===== config.mk =====
export PLATFORM = sky130hd
export DESIGN_NAME = psec_front
export DESIGN_NICKNAME = d
export VERILOG_FILES = /design/src/hdl/psec_pkg.sv /design/src/hdl/psec_front.sv
export SDC_FILE = /design/constraint.sdc
export NUM_CORES = 1
export LEC_CHECK = 0
export BUFFER_PORTS_ARGS = -buffer_cell sky130_fd_sc_hd__buf_2
export CORE_MARGIN = 3
export CORE_UTILIZATION = 51
export DETAILED_ROUTE_END_ITERATION = 8
export GPL_ROUTABILITY_DRIVEN = 0
export PLACE_DENSITY = 0.75
export SETUP_SLACK_MARGIN = 0.5
export SLEW_MARGIN = 20
export SYNTH_ARGS = -nofsm -noshare
export SYNTH_HDL_FRONTEND = slang
export SYNTH_SLANG_ARGS = --single-unit

===== constraint.sdc =====
create_clock -name i_clk -period 2.7 [get_ports i_clk]
set_clock_uncertainty 0.2 [all_clocks]
set_input_delay 0.405 -clock i_clk [delete_from_list [all_inputs] [get_ports i_clk]]
set_output_delay 0.405 -clock i_clk [all_outputs]
set_load 0.005 [all_outputs]

===== src/hdl/psec_pkg.sv =====
// Package for the per-sender event counter: sizes, event codes, shared types.
// Used by psec_front, psec_back and the top level; depends on nothing.
package psec_pkg;

    localparam int TABLE_DEPTH = 128;
    localparam int ID_W        = 22;
    localparam int CNT_W       = 32;
    localparam int CMD_W       = 2;
    localparam int IDX_W       = (TABLE_DEPTH > 1) ? $clog2(TABLE_DEPTH) : 1;
    localparam int USED_W      = $clog2(TABLE_DEPTH + 1);
    localparam int QDEPTH      = 2;
    localparam int QPTR_W      = (QDEPTH > 1) ? $clog2(QDEPTH) : 1;
    localparam int QCNT_W      = $clog2(QDEPTH + 1);

    localparam logic [CMD_W-1:0] CMD_A    = 2'd0;
    localparam logic [CMD_W-1:0] CMD_B    = 2'd1;
    localparam logic [CMD_W-1:0] CMD_STOP = 2'd2;

    typedef enum logic [1:0] {
        K_A,
        K_B,
        K_STOP,
        K_NONE
    } t_kind;

    typedef struct packed {
        t_kind           kind;
        logic [ID_W-1:0] sid;
    } t_op;

    typedef enum logic [2:0] {
        S_IDLE,
        S_SCAN,
        S_MISS,
        S_CNT,
        S_OUT
    } t_bstate;

endpackage


===== src/hdl/psec_front.sv =====
// Front end: takes event transactions, decodes the kind, queues them.
// Depends on psec_pkg.
module psec_front
    import psec_pkg::*;
(
    input  logic             i_clk,
    input  logic             i_rst_n,
    input  logic             i_valid,
    output logic             o_stall,
    input  logic [CMD_W-1:0] i_cmd,
    input  logic [ID_W-1:0]  i_sender_id,
    output logic             o_op_valid,
    output t_op              o_op,
    input  logic             i_op_pop
);

    t_op               r_q [QDEPTH];
    logic [QPTR_W-1:0] r_wp, n_wp;
    logic [QPTR_W-1:0] r_rp, n_rp;
    logic [QCNT_W-1:0] r_cnt, n_cnt;
    logic              push;
    logic              pop;
    t_kind             kind;

    always_comb begin
        unique case (i_cmd)
            CMD_A:    kind = K_A;
            CMD_B:    kind = K_B;
            CMD_STOP: kind = K_STOP;
            default:  kind = K_NONE;
        endcase
    end

    assign o_stall    = (r_cnt == QCNT_W'(QDEPTH));
    assign push       = i_valid && !o_stall;
    assign o_op_valid = (r_cnt != '0);
    assign pop        = i_op_pop && o_op_valid;
    assign o_op       = r_q[r_rp];

    always_comb begin
        n_wp  = r_wp;
        n_rp  = r_rp;
        n_cnt = r_cnt;
        if (push) begin
            n_wp = (r_wp == QPTR_W'(QDEPTH - 1)) ? '0 : r_wp + QPTR_W'(1);
        end
        if (pop) begin
            n_rp = (r_rp == QPTR_W'(QDEPTH - 1)) ? '0 : r_rp + QPTR_W'(1);
        end
        if (push && !pop) begin
            n_cnt = r_cnt + QCNT_W'(1);
        end else if (pop && !push) begin
            n_cnt = r_cnt - QCNT_W'(1);
        end
    end

    always_ff @(posedge i_clk) begin
        if (!i_rst_n) begin
            r_wp  <= '0;
            r_rp  <= '0;
            r_cnt <= '0;
        end else begin
            r_wp  <= n_wp;
            r_rp  <= n_rp;
            r_cnt <= n_cnt;
        end
        if (push) begin
            r_q[r_wp] <= '{kind: kind, sid: i_sender_id};
        end
    end

endmodule


**Yosys cells after proc, flatten, opt, wreduce, memory -nomap -nowiden**

Memory sizes are Yosys's and may differ from the RTL's. A register that Yosys moved wholly into a read port is not among the register bits.
Index checks and enable logic that the tools add are counted.

- $add $sub $neg: 4
- Equality and inequality tests: 3
- Mux-type cells: 9
- Reductions and logical operators: 10

Operators with widths:

| operator | number |
|---|---|
| 2-to-1 mux 1 bit | 6 |
| case mux 2 bit (3 select lines) | 1 |
| == test 2 bit, second input constant | 2 |
| logical AND 1 bit | 4 |
| 2-to-1 mux 2 bit | 2 |
| nonzero test 2 bit | 2 |
| logical NOT 1 bit | 3 |
| adder 1 bit, second input constant | 2 |
| adder 2 x 1 -> 2 bit, second input constant | 1 |
| == test 2 x 1 -> 1 bit, second input constant | 1 |
| logical NOT 2 bit | 1 |
| subtractor 2 x 1 -> 2 bit, second input constant | 1 |

- Flip-flop bits (word level): 4
- RAM bits: 48
- Bits of input ports: 28
- Output and inout bits: 26
- Logic and storage cells: 30
- Memories: 1

Memory list:

| memory | depth | width | read ports | clocked after Yosys merged registers in | write ports | line | text |
|---|---|---|---|---|---|---|---|
| r_q | 2 | 24 | 1 | 1 | 1 | psec_front.sv:17 | `t_op r_q [QDEPTH];` |

**Logic depth before layout (Yosys ltp)**

- Depth in word-level cells: 7
- Mapped depth: 7
- Mapped depth without buffers: 7

**Worst setup path after synthesis**

Ideal clock, no wire load.

- Path kind: flip-flop to flip-flop
- Start: register r_cnt[0]
- End: memory r_q[0][0] (netlist name) (enable)
- Setup time: 403 ps
- Data arrival time: 1573 ps
- Required time: 2097 ps
- Path slack: 524 ps
- Stages on the path, launching flop included: 4
- Buffers on the path: 0
- Clock period less this slack: 2176 ps
- Cell sequence: dfxtp_1 nand2b_1 inv_2 nor3_2

- Longest elaborated chain between the ends: 5

RTL lines:

| what | line | text |
|---|---|---|
| start, declared | psec_front.sv:20 | `logic [QCNT_W-1:0] r_cnt, n_cnt;` |
| start signal, assigned | psec_front.sv:65 | `r_cnt <= n_cnt;` |
| == test 2 bit | psec_front.sv:34 | `assign o_stall = (r_cnt == QCNT_W'(QDEPTH));` |
| named net o_stall | psec_front.sv:9 | `output logic o_stall,` |
| logical NOT 1 bit | psec_front.sv:35 | `assign push = i_valid && !o_stall;` |
| logical AND 1 bit | psec_front.sv:35 |  |
| 2-to-1 mux 1 bit | psec_front.sv:67 | `if (push) begin` |
| 2-to-1 mux 1 bit (not written as such) | psec_front.sv:68 | `r_q[r_wp] <= '{kind: kind, sid: i_sender_id};` |
| end, declared | psec_front.sv:17 |  |

The timed path passes the listed nets, and every way through them passes these cells.

==> results.ini <==
[die]
core_area_um2=3520
die_w_um=68.2
start_util_pct=56.1
die_y_um=68.2
rows=21
io_pins=54
die-area_um2=4660

[cts]
insertion_delay_ns=0.29
numCtsBuffers=5
cts_tree=yes
clock_path_buffers=2
post-cts-setup-buffers=0
clk_pin_slew_ns=0.09
cts_hold_buf=0
cts_max_level=2
clockRootBuffer=clkbuf_8
cts.sinks=53

[global_route]
first_global_vias=1020
grt_max_degree=18
grt_first_pass_wirelength_um=4620
track_usage_pct=14.4
antenna_found_initial=0
overflow=0

[detailed_routing]
ant_nets=0
vias=1023
first_pass_iters=2
wl_um=3130
vias_per_cell=4.94
drt_iter0_markers=29
wl_per_cell_um=15.1
route.detailed.drc=0

[yosys]
synthesis.area_um2=1980
ys_dominant_reg_cell=edfxtp_1
synth_compound_area_share_pct=1.65
yosysTopAreaCellShare_pct=73.0
synth_top_family_by_area=multiplexers
synth_top_cell_by_area=edfxtp_1
yosys.area_share.simple_pct=2.91
syn-num-nets=131
synth-async-reset-ratio_pct=0
yosys_warnings=0
synthTopCellsByArea=edfxtp_1 73%, mux2_2 14%, dfxtp_1 5.1%, and2_1 0.95%, xnor2_1 0.89%
synth_xor_area_share_pct=1.33
synth_edf_count=48
syn_inst=102
synth-adder-area-share_pct=0.633
yosysUniqueCellTypes=23
synth-seq-area-share_pct=78.0
synth_area_per_cell_um2=19.4
synth_seq_cells=53
synth.area.mux_share_pct=13.7

[setup_path]
path_cells=buf_12, mux2_2, buf_2
critPathMaxStageDelay_ns=0.51
reg2reg_from=r_cnt[0]
path_class=reg2out
worst-path-buf-inv=2
crit_family=flip-flops
critPathMaxFanout=14
reg2reg_slack_ns=0.84
cp.required_ns=2.10
startpoint_type=flip-flop
worstPathArrival_ns=1.46
end_kind=output pin
critical_path.slowest_cell=dfxtp_2

[place]
dpl.hpwl_um=2230
portBuffers=53
post-place-cells=199

[sta]
period_minus_slack_ns=2.07
finalSetupViolCount=0
hold_slack_ns=0.0911
period_share_pct=76.6
rsz0062_at_grt=false
timing.fmax_ghz=0.484
slew_headroom_pct=64.5
report.final.slew_viol_count=0
tightest_slew_ns=0.531
timing.final.hold_violations=0
setup-tns-final_ns=0

[power_and_ir_drop]
clockPowerShare_pct=26.6
p_per_area_nw_per_um2=921
power_switching_uw=543
pwr-share-comb_pct=24.8
power.internal_uw=1720
seqPwrFrac_pct=48.6
p_leak_uw=0.000944
vdd_drop_max_v=0.000455
netSwitchingFraction_pct=24.0

[min_path]
hp-class=in2reg
min_from=i_sender_id[15]

[run_status]
status=complete, no violations

[cells_and_area]
syn_to_final_growth_pct=24.5
diodes=0
multi_input_area_um2=405
drive_gt1_share_pct=57.1
num-fill-cells=254
stdcell_count=207
regArea_um2=1540
final_nets=189

[job]
maxCapViolations=0

==> kinds of logic (layout without fill, tap and decap cells) <==
| family | count (synthesis) | after routing |
|---|---|---|
| AOI/OAI and AO/OA | 5 | 5 |
| xor gates and xnor gates | 3 | 3 |
| adders and majority gates | 1 | 1 |
| buffers and inverters | 7 | 66 |
| DFF | 53 | 53 |
| muxes | 24 | 24 |
| and+or+nand+nor | 9 | 9 |
==> path summary, 6_finish.rpt <==
kind,end,cells after the start
worst max-delay path,o_op[14],3
worst min-delay path,r_q[0][15],1
worst max register to register,r_q[1][12],3
worst min register to register,r_cnt[1],2
==> sequential cells by signal, indices dropped and copies added, names as in the netlist, named ones only <==
register and cells:
r_q 48, r_rp 1, r_wp 1, r_cnt 2
==> Yosys cell counts (2+ instances only) <==
cell type,n
edfxtp_1,48
mux2_2,24
dfxtp_1,5
buf_4,2
and2_1,3
xnor2_1,2
clkbuf_1,2
==> placed cells by master (no fill, tap or decap), types with 2 or more instances in the layout <==
master     Yosys  final
and2_1         3      3
buf_12         0      2
buf_2          1     53
bufinv_16      0      2
clkbuf_8       0      5
dfxtp_1        5      4
edfxtp_1      48     48
mux2_2        24     24
xnor2_1        2      2
==> through the flow <==
stage / power, uW / util [%] / cell area, um^2 / setup slack, ns
floorplan: 1440 / - / 1980 / 0.524
global placement: 1670 / 66.0 / 2320 / 0.782
detailed placement: 1690 / 66.0 / 2320 / 0.750
CTS: 2300 / 69.9 / 2460 / 0.603
global route: 2390 / 69.9 / 2460 / 0.563
finish: 2270 / 69.9 / 2460 / 0.632
==> layout make-up <==
class	instances	area share, %
clock buffer	5	2.80
sequential	53	62.7
timing repair buffer	56	12.7
clock inverter	3	2.64
tap	46	2.34
multi-input combinational	42	16.5
inverter	2	0.305
==> layer usage <==
layer  part of all wire (%)  routed length [um]  vias to the layer above  track usage, %
li1                       -                   -                      502               -
met1                     39                1230                      486            15.6
met2                     54                1690                       28            25.4
met3                    4.6                 145                        7            3.45
met4                    2.0                  63                        0            8.19
met5                      0                   0                        -               0
==> power by group through the flow <==
stage                     clock network [uW]  logic (uW)  registers [uW]
after floorplan                            0         362            1080
after global placement                     0         558            1110
after detailed placement                   0         576            1120
after CTS                                616         578            1100
after global routing                     657         623            1110
final                                    601         563            1100
==> what timing repair did <==
action	4_1_cts	5_1_grt
endpoints found under the hold margin	0	0
gates resized for setup	1	0
setup endpoints to repair	14	0
(Power assumes the default switching activity.)
